[src/rtl/dtbl_pkg.sv]
// ----------------------------------------------------------------------------
// dtbl_pkg
// Field widths, register map, reset values and config types of the limiter.
// ----------------------------------------------------------------------------
`default_nettype none

package dtbl_pkg;

    localparam int unsigned TS_W    = 48;
    localparam int unsigned SIZE_W  = 16;
    localparam int unsigned RATE_W  = 32;
    localparam int unsigned BURST_W = 16;
    localparam int unsigned PADDR_W = 3;
    localparam int unsigned PDATA_W = 32;

    typedef logic t_reg_idx;
    localparam t_reg_idx REG_RATE  = 1'b0;
    localparam t_reg_idx REG_BURST = 1'b1;

    localparam logic [RATE_W-1:0]  RATE_RST  = 32'd1311;
    localparam logic [BURST_W-1:0] BURST_RST = 16'd8;

    typedef struct packed {
        logic [RATE_W-1:0]  refill_rate;
        logic [BURST_W-1:0] burst_tokens;
    } t_cfg;

endpackage

`default_nettype wire

[src/rtl/dtbl_if.sv]
// ----------------------------------------------------------------------------
// dtbl_req_if / dtbl_rsp_if
// Valid/ready channels for request beats and grant beats.
// ----------------------------------------------------------------------------
`default_nettype none

interface dtbl_req_if import dtbl_pkg::*; ();
    logic              valid;
    logic              ready;
    logic [TS_W-1:0]   timestamp;
    logic [SIZE_W-1:0] request_size;

    modport source (output valid, output timestamp, output request_size, input ready);
    modport sink   (input valid, input timestamp, input request_size, output ready);
endinterface

interface dtbl_rsp_if;
    logic valid;
    logic ready;
    logic granted;

    modport source (output valid, output granted, input ready);
    modport sink   (input valid, input granted, output ready);
endinterface

`default_nettype wire

[src/rtl/dtbl_regs.sv]
// ----------------------------------------------------------------------------
// dtbl_regs
// APB register file holding refill rate and burst size.
// ----------------------------------------------------------------------------
`default_nettype none

module dtbl_regs import dtbl_pkg::*; (
    input  wire logic               i_clk,
    input  wire logic               i_rst_n,
    input  wire logic               psel,
    input  wire logic               penable,
    input  wire logic               pwrite,
    input  wire logic [PADDR_W-1:0] paddr,
    input  wire logic [PDATA_W-1:0] pwdata,
    output logic      [PDATA_W-1:0] prdata,
    output logic                    pready,
    output t_cfg                    o_cfg
);

    t_cfg     r_cfg;
    t_reg_idx idx;
    logic     wr;

    assign idx    = paddr[2];
    assign wr     = psel && penable && pwrite;
    assign pready = 1'b1;
    assign o_cfg  = r_cfg;

    always_ff @(posedge i_clk) begin
        if (!i_rst_n) begin
            r_cfg.refill_rate  <= RATE_RST;
            r_cfg.burst_tokens <= BURST_RST;
        end else if (wr) begin
            case (idx)
                REG_RATE:  r_cfg.refill_rate  <= pwdata;
                REG_BURST: r_cfg.burst_tokens <= pwdata[BURST_W-1:0];
                default:   r_cfg <= r_cfg;
            endcase
        end
    end

    always_comb begin
        case (idx)
            REG_RATE:  prdata = r_cfg.refill_rate;
            REG_BURST: prdata = {{(PDATA_W-BURST_W){1'b0}}, r_cfg.burst_tokens};
            default:   prdata = '0;
        endcase
    end

endmodule

`default_nettype wire

[src/rtl/dtbl_core.sv]
// ----------------------------------------------------------------------------
// dtbl_core
// Request register, single-pass bucket refill and debit, grant register.
// ----------------------------------------------------------------------------
`default_nettype none

module dtbl_core import dtbl_pkg::*; #(
    parameter int unsigned CMD_BYTES     = 1024,
    parameter int unsigned MAX_GAP_TICKS = 10000,
    parameter int unsigned FRAC_BITS     = 16
) (
    input  wire logic i_clk,
    input  wire logic i_rst_n,
    input  wire t_cfg i_cfg,
    dtbl_req_if.sink  i_req,
    dtbl_rsp_if.source o_rsp
);

    localparam int unsigned CBW = $clog2(CMD_BYTES + 1);
    localparam int unsigned DTW = $clog2(MAX_GAP_TICKS + 1);
    localparam int unsigned TW  = BURST_W + FRAC_BITS;
    localparam int unsigned BW  = BURST_W + CBW + FRAC_BITS;
    localparam int unsigned PW  = (DTW + RATE_W > TW) ? DTW + RATE_W : TW;

    localparam logic [SIZE_W-1:0] SIZE_MAX = SIZE_W'(CMD_BYTES);
    localparam logic [TS_W-1:0]   GAP_MAX  = TS_W'(MAX_GAP_TICKS);
    localparam logic [TW-1:0]     TOK_ONE  = TW'(1) << FRAC_BITS;

    logic              r_in_v;
    logic [TS_W-1:0]   r_ts;
    logic [SIZE_W-1:0] r_size;

    logic              r_started;
    logic [TS_W-1:0]   r_last;
    logic [TW-1:0]     r_tok;
    logic [BW-1:0]     r_byte;

    logic              r_out_v;
    logic              r_granted;

    logic              out_free;
    logic              fire;
    logic              oversize;
    logic [TW-1:0]     tok_cap;
    logic [BW-1:0]     byte_cap;
    logic [TS_W-1:0]   eff_last;
    logic              ahead;
    logic [TS_W-1:0]   diff;
    logic [DTW-1:0]    dt;
    logic [PW-1:0]     prod;
    logic [TW-1:0]     gain;
    logic [TW-1:0]     eff_tok;
    logic [BW-1:0]     eff_byte;
    logic [TW:0]       tsum;
    logic [BW-1:0]     bgain;
    logic [BW:0]       bsum;
    logic [TW-1:0]     tok_new;
    logic [BW-1:0]     byte_new;
    logic [BW-1:0]     need;
    logic              grant;

    assign out_free    = !r_out_v || o_rsp.ready;
    assign fire        = r_in_v && out_free;
    assign i_req.ready = !r_in_v || out_free;
    assign o_rsp.valid   = r_out_v;
    assign o_rsp.granted = r_granted;

    always_comb begin
        oversize = r_size > SIZE_MAX;
        tok_cap  = TW'(i_cfg.burst_tokens) << FRAC_BITS;
        byte_cap = (BW'(i_cfg.burst_tokens) * BW'(CMD_BYTES)) << FRAC_BITS;

        eff_last = r_started ? r_last : r_ts;
        eff_tok  = r_started ? r_tok  : tok_cap;
        eff_byte = r_started ? r_byte : byte_cap;

        ahead = r_ts > eff_last;
        diff  = r_ts - eff_last;
        if (!ahead) begin
            dt = '0;
        end else if (diff > GAP_MAX) begin
            dt = DTW'(MAX_GAP_TICKS);
        end else begin
            dt = diff[DTW-1:0];
        end

        prod = PW'(dt) * PW'(i_cfg.refill_rate);
        gain = (prod > PW'(tok_cap)) ? tok_cap : prod[TW-1:0];

        tsum    = {1'b0, eff_tok} + {1'b0, gain};
        tok_new = (tsum > {1'b0, tok_cap}) ? tok_cap : tsum[TW-1:0];

        bgain    = BW'(gain) * BW'(CMD_BYTES);
        bsum     = {1'b0, eff_byte} + {1'b0, bgain};
        byte_new = (bsum > {1'b0, byte_cap}) ? byte_cap : bsum[BW-1:0];

        need  = BW'(r_size) << FRAC_BITS;
        grant = !oversize && (tok_new >= TOK_ONE) && (byte_new >= need);
    end

    always_ff @(posedge i_clk) begin
        if (!i_rst_n) begin
            r_in_v    <= 1'b0;
            r_out_v   <= 1'b0;
            r_started <= 1'b0;
            r_last    <= '0;
            r_tok     <= '0;
            r_byte    <= '0;
        end else begin
            if (i_req.valid && i_req.ready) begin
                r_in_v <= 1'b1;
                r_ts   <= i_req.timestamp;
                r_size <= i_req.request_size;
            end else if (fire) begin
                r_in_v <= 1'b0;
            end

            if (fire) begin
                r_out_v   <= 1'b1;
                r_granted <= grant;
                if (!oversize) begin
                    r_started <= 1'b1;
                    r_last    <= ahead ? r_ts : eff_last;
                    r_tok     <= grant ? tok_new - TOK_ONE : tok_new;
                    r_byte    <= grant ? byte_new - need : byte_new;
                end
            end else if (o_rsp.ready) begin
                r_out_v <= 1'b0;
            end
        end
    end

endmodule

`default_nettype wire

[src/rtl/dual_token_bucket_limiter.sv]
// A request beat is registered, then its grant beat is registered once the output is free.
// Throughput: one request per cycle unless o_rsp.ready stalls; set by the single-pass
//   refill/debit path (one 14x32 multiply, adds and compares) closing on the bucket registers.
// Reset: synchronous, active low; clears both channel stages, the started flag and
//   the bucket state, and loads refill_rate = 1311 and burst_tokens = 8.
// ----------------------------------------------------------------------------
// dual_token_bucket_limiter
// Request and byte token buckets with APB configuration.
// ----------------------------------------------------------------------------
`default_nettype none

module dual_token_bucket_limiter import dtbl_pkg::*; #(
    parameter int unsigned CMD_BYTES     = 1024,
    parameter int unsigned MAX_GAP_TICKS = 10000,
    parameter int unsigned FRAC_BITS     = 16
) (
    input  wire logic               i_clk,
    input  wire logic               i_rst_n,
    dtbl_req_if.sink                i_req,
    dtbl_rsp_if.source              o_rsp,
    input  wire logic               psel,
    input  wire logic               penable,
    input  wire logic               pwrite,
    input  wire logic [PADDR_W-1:0] paddr,
    input  wire logic [PDATA_W-1:0] pwdata,
    output logic      [PDATA_W-1:0] prdata,
    output logic                    pready
);

    t_cfg cfg;

    dtbl_regs u_regs (
        .i_clk   (i_clk),
        .i_rst_n (i_rst_n),
        .psel    (psel),
        .penable (penable),
        .pwrite  (pwrite),
        .paddr   (paddr),
        .pwdata  (pwdata),
        .prdata  (prdata),
        .pready  (pready),
        .o_cfg   (cfg)
    );

    dtbl_core #(
        .CMD_BYTES     (CMD_BYTES),
        .MAX_GAP_TICKS (MAX_GAP_TICKS),
        .FRAC_BITS     (FRAC_BITS)
    ) u_core (
        .i_clk   (i_clk),
        .i_rst_n (i_rst_n),
        .i_cfg   (cfg),
        .i_req   (i_req),
        .o_rsp   (o_rsp)
    );

endmodule

`default_nettype wire

[src/flat_wrapper.sv]
// flat-port wrapper written by rule: the top's interface ports become plain ports
module dual_token_bucket_limiter_flat import dtbl_pkg::*;
#(
    parameter int unsigned CMD_BYTES     = 1024,
    parameter int unsigned MAX_GAP_TICKS = 10000,
    parameter int unsigned FRAC_BITS     = 16
)
  (i_clk, i_rst_n, psel, penable, pwrite, paddr, pwdata, prdata, pready, i_req_valid, i_req_timestamp, i_req_request_size, i_req_ready, o_rsp_valid, o_rsp_granted, o_rsp_ready);
  dtbl_req_if i_req_i ();
  dtbl_rsp_if o_rsp_i ();
  input  wire logic i_clk;
  input  wire logic i_rst_n;
  input  wire logic psel;
  input  wire logic penable;
  input  wire logic pwrite;
  input  wire logic [PADDR_W-1:0] paddr;
  input  wire logic [PDATA_W-1:0] pwdata;
  output logic      [PDATA_W-1:0] prdata;
  output logic pready;
  input wire logic [$bits(i_req_i.valid)-1:0] i_req_valid;
  input wire logic [$bits(i_req_i.timestamp)-1:0] i_req_timestamp;
  input wire logic [$bits(i_req_i.request_size)-1:0] i_req_request_size;
  output wire logic [$bits(i_req_i.ready)-1:0] i_req_ready;
  output wire logic [$bits(o_rsp_i.valid)-1:0] o_rsp_valid;
  output wire logic [$bits(o_rsp_i.granted)-1:0] o_rsp_granted;
  input wire logic [$bits(o_rsp_i.ready)-1:0] o_rsp_ready;
  assign i_req_i.valid = i_req_valid;
  assign i_req_i.timestamp = i_req_timestamp;
  assign i_req_i.request_size = i_req_request_size;
  assign i_req_ready = i_req_i.ready;
  assign o_rsp_valid = o_rsp_i.valid;
  assign o_rsp_granted = o_rsp_i.granted;
  assign o_rsp_i.ready = o_rsp_ready;
  dual_token_bucket_limiter #(.CMD_BYTES(CMD_BYTES), .MAX_GAP_TICKS(MAX_GAP_TICKS), .FRAC_BITS(FRAC_BITS)) u_core (.i_clk(i_clk), .i_rst_n(i_rst_n), .i_req(i_req_i), .o_rsp(o_rsp_i), .psel(psel), .penable(penable), .pwrite(pwrite), .paddr(paddr), .pwdata(pwdata), .prdata(prdata), .pready(pready));
endmodule
[config.mk]
export PLATFORM = sky130hd
export DESIGN_NAME = dual_token_bucket_limiter_flat
export DESIGN_NICKNAME = d
export VERILOG_FILES = /design/src/rtl/dtbl_pkg.sv /design/src/rtl/dtbl_if.sv /design/src/rtl/dtbl_regs.sv /design/src/rtl/dtbl_core.sv /design/src/rtl/dual_token_bucket_limiter.sv /design/src/flat_wrapper.sv
export SDC_FILE = /design/constraint.sdc
export NUM_CORES = 2
export LEC_CHECK = 0
export BUFFER_PORTS_ARGS = -buffer_cell sky130_fd_sc_hd__buf_4
export CORE_ASPECT_RATIO = 2
export CORE_MARGIN = 3
export CORE_UTILIZATION = 30
export DETAILED_ROUTE_END_ITERATION = 10
export GPL_TIMING_DRIVEN = 1
export MAX_ROUTING_LAYER = met4
export PLACE_DENSITY = 0.53
export SYNTH_ARGS = -nofsm -noshare
export SYNTH_HDL_FRONTEND = slang
export SYNTH_SLANG_ARGS = --single-unit
[constraint.sdc]
create_clock -name i_clk -period 61.3 [get_ports i_clk]
set_input_delay 6.13 -clock i_clk [delete_from_list [all_inputs] [get_ports i_clk]]
set_output_delay 6.13 -clock i_clk [all_outputs]
set_load 0.02 [all_outputs]
======== Yosys cells after proc, flatten, opt, wreduce, memory -nomap -nowiden ========
Cells that the tools add are included.
Widths: inputs -> output; s select.
storage, ports and cells
  register bits after elaboration ......... 239
  logic and storage cells ................. 61
cells by class
  add/sub/neg operators ................... 5
  $mul .................................... 1
  order comparisons ....................... 8
  mux-type cells .......................... 16
  bitwise gates (word level) .............. 2
  reduce and logical (&&, ||, !) cells .... 18
operators with widths
  operator                count
  $mux 43                 3
  $mux 32                 4
  $mux 48                 2
  $pmux 32 s2             1
  $gt 48x14->1 const B    1
  $gt 48x48->1            1
  $sub 48x48->48          1
  $gt 46x32->1            1
  $mul 14x32->46          1
  $add 43x42->44          1
  $gt 44x42->1            1
  $ge 43x32->1            1
  $sub 43x32->43          1
  $add 32x32->33          1
  $gt 33x32->1            1
  $ge 32x17->1 const B    1
  $sub 32x17->32 const B  1
  $mux 14                 2
  $gt 16x11->1 const B    1
  $reduce_and 2->1        5
  $logic_and 1x1->1       6
  $mux 1                  4
  $reduce_bool 2->1       2
  $logic_not 1->1         3
  2 further kinds         4

======== Depth between registers and ports, before layout ========
  depth after elaboration ................. 15
  mapped depth ............................ 108
  mapped depth without buffers ............ 96

======== By module ========
Synthesis repeated with hierarchy kept, for this count alone.
second synthesis, totals
  cell total of the unflattened synthesis .. 4457
  area, all modules ....................... 35652.9 sq um
by module, submodules not included
  module     times used  cells each  area an instance (sq um)  sequential area each (sq um)
  dtbl_core  1           4220        33399.5                   4474.3
  dtbl_regs  1           237         2253.4                    960.9

======== Worst setup path before layout ========
No wires, ideal clock.
  kind .................................... reg-to-reg
  start ................................... register u_core.u_core.r_started
  end ..................................... register u_core.u_core.r_byte[34]
  library setup time ...................... 0.084 ns
  arrival ................................. 21.764 ns
  path slack .............................. 39.452 ns
  stages on the path, launching flop included .. 102
  clock period less this slack ............ 21.848 ns
  cells stage by stage .................... dfxtp_1 > clkbuf_1 > clkbuf_1 > clkbuf_1 > clkbuf_1 > buf_1 > mux2i_1 > ha_1 > clkbuf_1 > nand4_1 > o22a_1 > o21a_1 > or4_1 > nor4_1 > and4_1 > and4_1 > nand2_2 > clkbuf_1 > [66 not listed] > clkbuf_1 > and2_1 > ha_1 > nor2b_1 > o21ai_0 > nand2b_1 > a21o_1 > a21o_1 > nand2_1 > a221oi_1 > a311o_1 > a31oi_1 > o21ai_0 > o211a_1 > nor2_1 > or4b_1 > and3_1 > o31ai_2
on the way
  cells in the longest elaborated chain, start to end .. 15
  elaborated cells between the ends (all ways) .. 23
  those cells by class .................... add/sub (4); mul (1); order compare (7); mux (9); reduce/logical (2)
RTL lines
  element                                                                  line              RTL
  from (decl)                                                              dtbl_core.sv:33   logic r_started;
  from (signal assigned)                                                   dtbl_core.sv:105  r_started <= 1'b0;
  from (signal assigned)                                                   dtbl_core.sv:122  r_started <= 1'b1;
  parallel branches: the longest is 14 deep, another holds $sub 48x48->48  -
  $mux 43 *                                                                dtbl_core.sv:125  r_byte <= grant ? byte_new - need : byte_new;
  to (signal assigned)                                                     dtbl_core.sv:125
  to (decl)                                                                dtbl_core.sv:36   logic [BW-1:0] r_byte;
Mark *: on every way between the ends.
A chain may end at the register's enable or synchronous reset.

======== Worst setup path after layout ========
  start ................................... register u_core.u_core.r_started
  end ..................................... register u_core.u_core.r_byte[39]
Same word-level chain as after synthesis.

==> flow_metrics.env <==
export IMPL_status="finished clean"
export IMPL_cp_arrival_ns=27.15
export IMPL_avgSynthCellArea_um2=7.91
export IMPL_grt_pass1_wl_um=200000
export IMPL_slowest_delay_ns=0.90
export IMPL_synth_edf_count=65
export IMPL_clk_path_buf_depth=3
export IMPL_cpMaxStageDelayCell="xor2_1"
export IMPL_maxCapViolations=0
export IMPL_ys_types=115
export IMPL_pwr_share_clk_pct=22.6
export IMPL_dr_pass1_iters=5
export IMPL_cts_root_buf="clkbuf_16"
export IMPL_path_delay_family="simple AND/OR/NAND/NOR gates"
export IMPL_row_count=179
export IMPL_synth_yosys_seq_area_share_pct=15.1
export IMPL_ir_drop_mv=0.0246
export IMPL_swShare_pct=47.3
export IMPL_yosysWarningCount=0
export IMPL_antenna_found_initial=2
export IMPL_finalHoldViolations=0
export IMPL_clock_sinks=239
export IMPL_drt_iter0_markers=1609
export IMPL_final_area_um2=39600
export IMPL_dieHeight_um=496
export IMPL_cts_hold_buffers=0
export IMPL_cts_buffers=29
export IMPL_critPathRequiredTime_ns=61.77
export IMPL_syn2layout_area_growth_pct=9.63
export IMPL_cp_max_fo=32
export IMPL_vias_per_cell=5.38
export IMPL_final_antenna_net_count=0
export IMPL_grt_total_usage_pct=21.3
export IMPL_num_fill_cells=12800
export IMPL_report_final_slew_viol_count=0
export IMPL_tns_ns=0
export IMPL_min_period_over_period_pct=43.5
export IMPL_synth_cells=4562
export IMPL_layout_drive_gt1_share_pct=8.24
export IMPL_pwr_share_comb_pct=56.7
export IMPL_cts_setup_buffers=0
export IMPL_drt_wl_total_um=130000
export IMPL_critical_path_class="flop to flop"
export IMPL_place_hpwl_um=106000
export IMPL_die_w_um=251
export IMPL_rsz0062_at_grt="false"
export IMPL_fp_dieArea_um2=125000
export IMPL_crit_path_end_kind="flop"
export IMPL_worst_hold_path_num_cells=2
export IMPL_worst_slack_ns=34.63
export IMPL_placed_area_um2=38500
export IMPL_nets=5287
export IMPL_pwr_density_cell_nw_per_um2=20.8
export IMPL_synthFlopType="dfxtp_1"
export IMPL_multiInputGateArea_um2=28000
export IMPL_path_depth=86
export IMPL_max_slew_margin_rel_pct=18.1
export IMPL_regArea_um2=5440
export IMPL_async_reset_ff_share_pct=0
export IMPL_min_period_ns=26.67
export IMPL_p_seq_share_pct=20.7
export IMPL_cp_common_cell="fa_1"
export IMPL_worst_hold_path_type="flop to flop"
export IMPL_r2r_cells=86
export IMPL_finalClockSkew_ns=0.0212
export IMPL_post_drt_wl_per_cell_um=21.3
export IMPL_leakagePower_nw=17.5
export IMPL_setup_viol_count_final=0
export IMPL_grt_pass1_vias=34600
export IMPL_gp_congestion=0.951
export IMPL_h_tree_depth=1
export IMPL_holdWs_ns=0.449
export IMPL_synth_area_um2=36100
export IMPL_clkLatencyLatePin_ns=0.63
export IMPL_path_buf_inv=10
export IMPL_grt_max_degree=68
export IMPL_clkTransAtPathRegs_ns=0.07
export IMPL_via_count=32900
export IMPL_worst_pin_slew_ns=1.21
export IMPL_synth_seq_cells=239
export IMPL_cts_resized=0
export IMPL_num_io_pins=142
export IMPL_grt_overflow=0
export IMPL_drc=0
export IMPL_fmax_ghz=0.0375
export IMPL_cts_tree="done"
export IMPL_critPathLaunchType="flop"
export IMPL_power_internal_mw=0.435
export IMPL_pre_cts_ws_ns=34.59
export IMPL_start_util_pct=30.3
export IMPL_synthesis_nets=5311
export IMPL_core_um2=119000
export IMPL_numPortBuffers=138
export IMPL_p_switching_mw=0.390
per-layer routing:
layer / share of wire [%] / wire [µm] / vias to the layer above / track usage [%]
met3: 3.0 / 3860 / 335 / 1.45
li1: - / - / 15600 / -
met5: 0 / 0 / - / -
met1: 34 / 43900 / 16100 / 19.7
met2: 56 / 73300 / 816 / 42.5
met4: 6.8 / 8900 / 0 / 12.4
worst min-delay path: cells and delay by family, from the launching register on:
kind | cells | cell delay [ns]
DFF | 1 | 0.30
and+or+nand+nor | 1 | 0.05
AOI/OAI and AO/OA | 1 | 0.05
kinds of logic after synthesis:
| kind of cell | Yosys count | share of synthesized area, % |
|---|---|---|
| compound gates | 978 | 17.8 |
| xor+xnor | 116 | 2.82 |
| fa+ha+maj | 645 | 29.9 |
| buf+inv | 704 | 7.53 |
| flops | 239 | 15.1 |
| mux | 114 | 3.29 |
| other cells | 1 | 0.0104 |
| simple gates | 1765 | 23.6 |
worst paths after layout:
path                                                            from                               endpoint  slack [ns]
worst max-delay path            u_core.u_core.r_started$_SDFFE_PN0P_  u_core.u_core.r_byte[39]$_SDFFE_PN0P_       34.63
worst min-delay path            u_core.u_core.r_tok[12]$_SDFFE_PN0P_   u_core.u_core.r_tok[12]$_SDFFE_PN0P_        0.45
worst max register to register  u_core.u_core.r_started$_SDFFE_PN0P_  u_core.u_core.r_byte[39]$_SDFFE_PN0P_       34.63
worst min register to register  u_core.u_core.r_tok[12]$_SDFFE_PN0P_   u_core.u_core.r_tok[12]$_SDFFE_PN0P_        0.45
final cells by class:
cell class / instances / share of cell area (%)
antenna: 2 / 0.0127
multi-input combinational: 3619 / 70.9
tap: 1538 / 4.86
inverter: 460 / 4.37
clock inverter: 20 / 0.487
timing repair buffer: 189 / 3.59
clock buffer: 34 / 2.07
sequential: 239 / 13.7
power by group through the flow:
stage	logic (mW)	clock network [mW]	registers [mW]
5_1_grt	0.511	0.199	0.171
2_1_floorplan	0.323	0	0.171
4_1_cts	0.466	0.195	0.171
3_3_place_gp	0.460	0	0.174
3_5_place_dp	0.462	0	0.174
6_report	0.468	0.186	0.171
state kept, by name, indices dropped and copies added, names as in the netlist:
register,cells
u_core.u_regs.o_cfg,48
u_core.u_core.r_in_v,1
u_core.u_core.r_ts,48
u_core.u_core.r_started,1
u_core.u_core.o_rsp.granted,1
u_core.u_core.o_rsp.valid,1
u_core.u_core.r_size,16
u_core.u_core.r_last,48
u_core.u_core.r_tok,32
u_core.u_core.r_byte,43
cells in the mapped netlist, drive strengths merged (77+ instances only):
library cell,instances,area [µm²]
a21oi,349,1770
nand2,785,2950
o21ai,183,927
inv,460,1730
ha,282,3530
fa,361,7230
dfxtp,174,3480
nand3,89,450
nor3,79,400
and2,221,1380
clkbuf,200,751
nor2,225,847
a21o,77,578
xnor2,84,736
through the flow:
step | total power [mW] | util (%) | std cells
after floorplan | 0.493 | - | 4562
after global placement | 0.635 | 32.3 | 6045
after detailed placement | 0.637 | 32.3 | 6045
after CTS | 0.831 | 33.2 | 6099
after global routing | 0.881 | 33.2 | 6101
final | 0.825 | 33.2 | 6101
cell usage in the layout, fill, tap and decap left out, drive strengths merged, types with 76 or more instances in the layout:
cell   instances
inv          467
ha           282
mux2i         76
fa           361
nand2        785
nor2         225
xnor2         84
dfxtp        174
o21ai        183
a21o          77
nor3          79
buf          189
nand4         76
and2         221
a21oi        349
nand3         89
(Power assumes the default switching activity.)
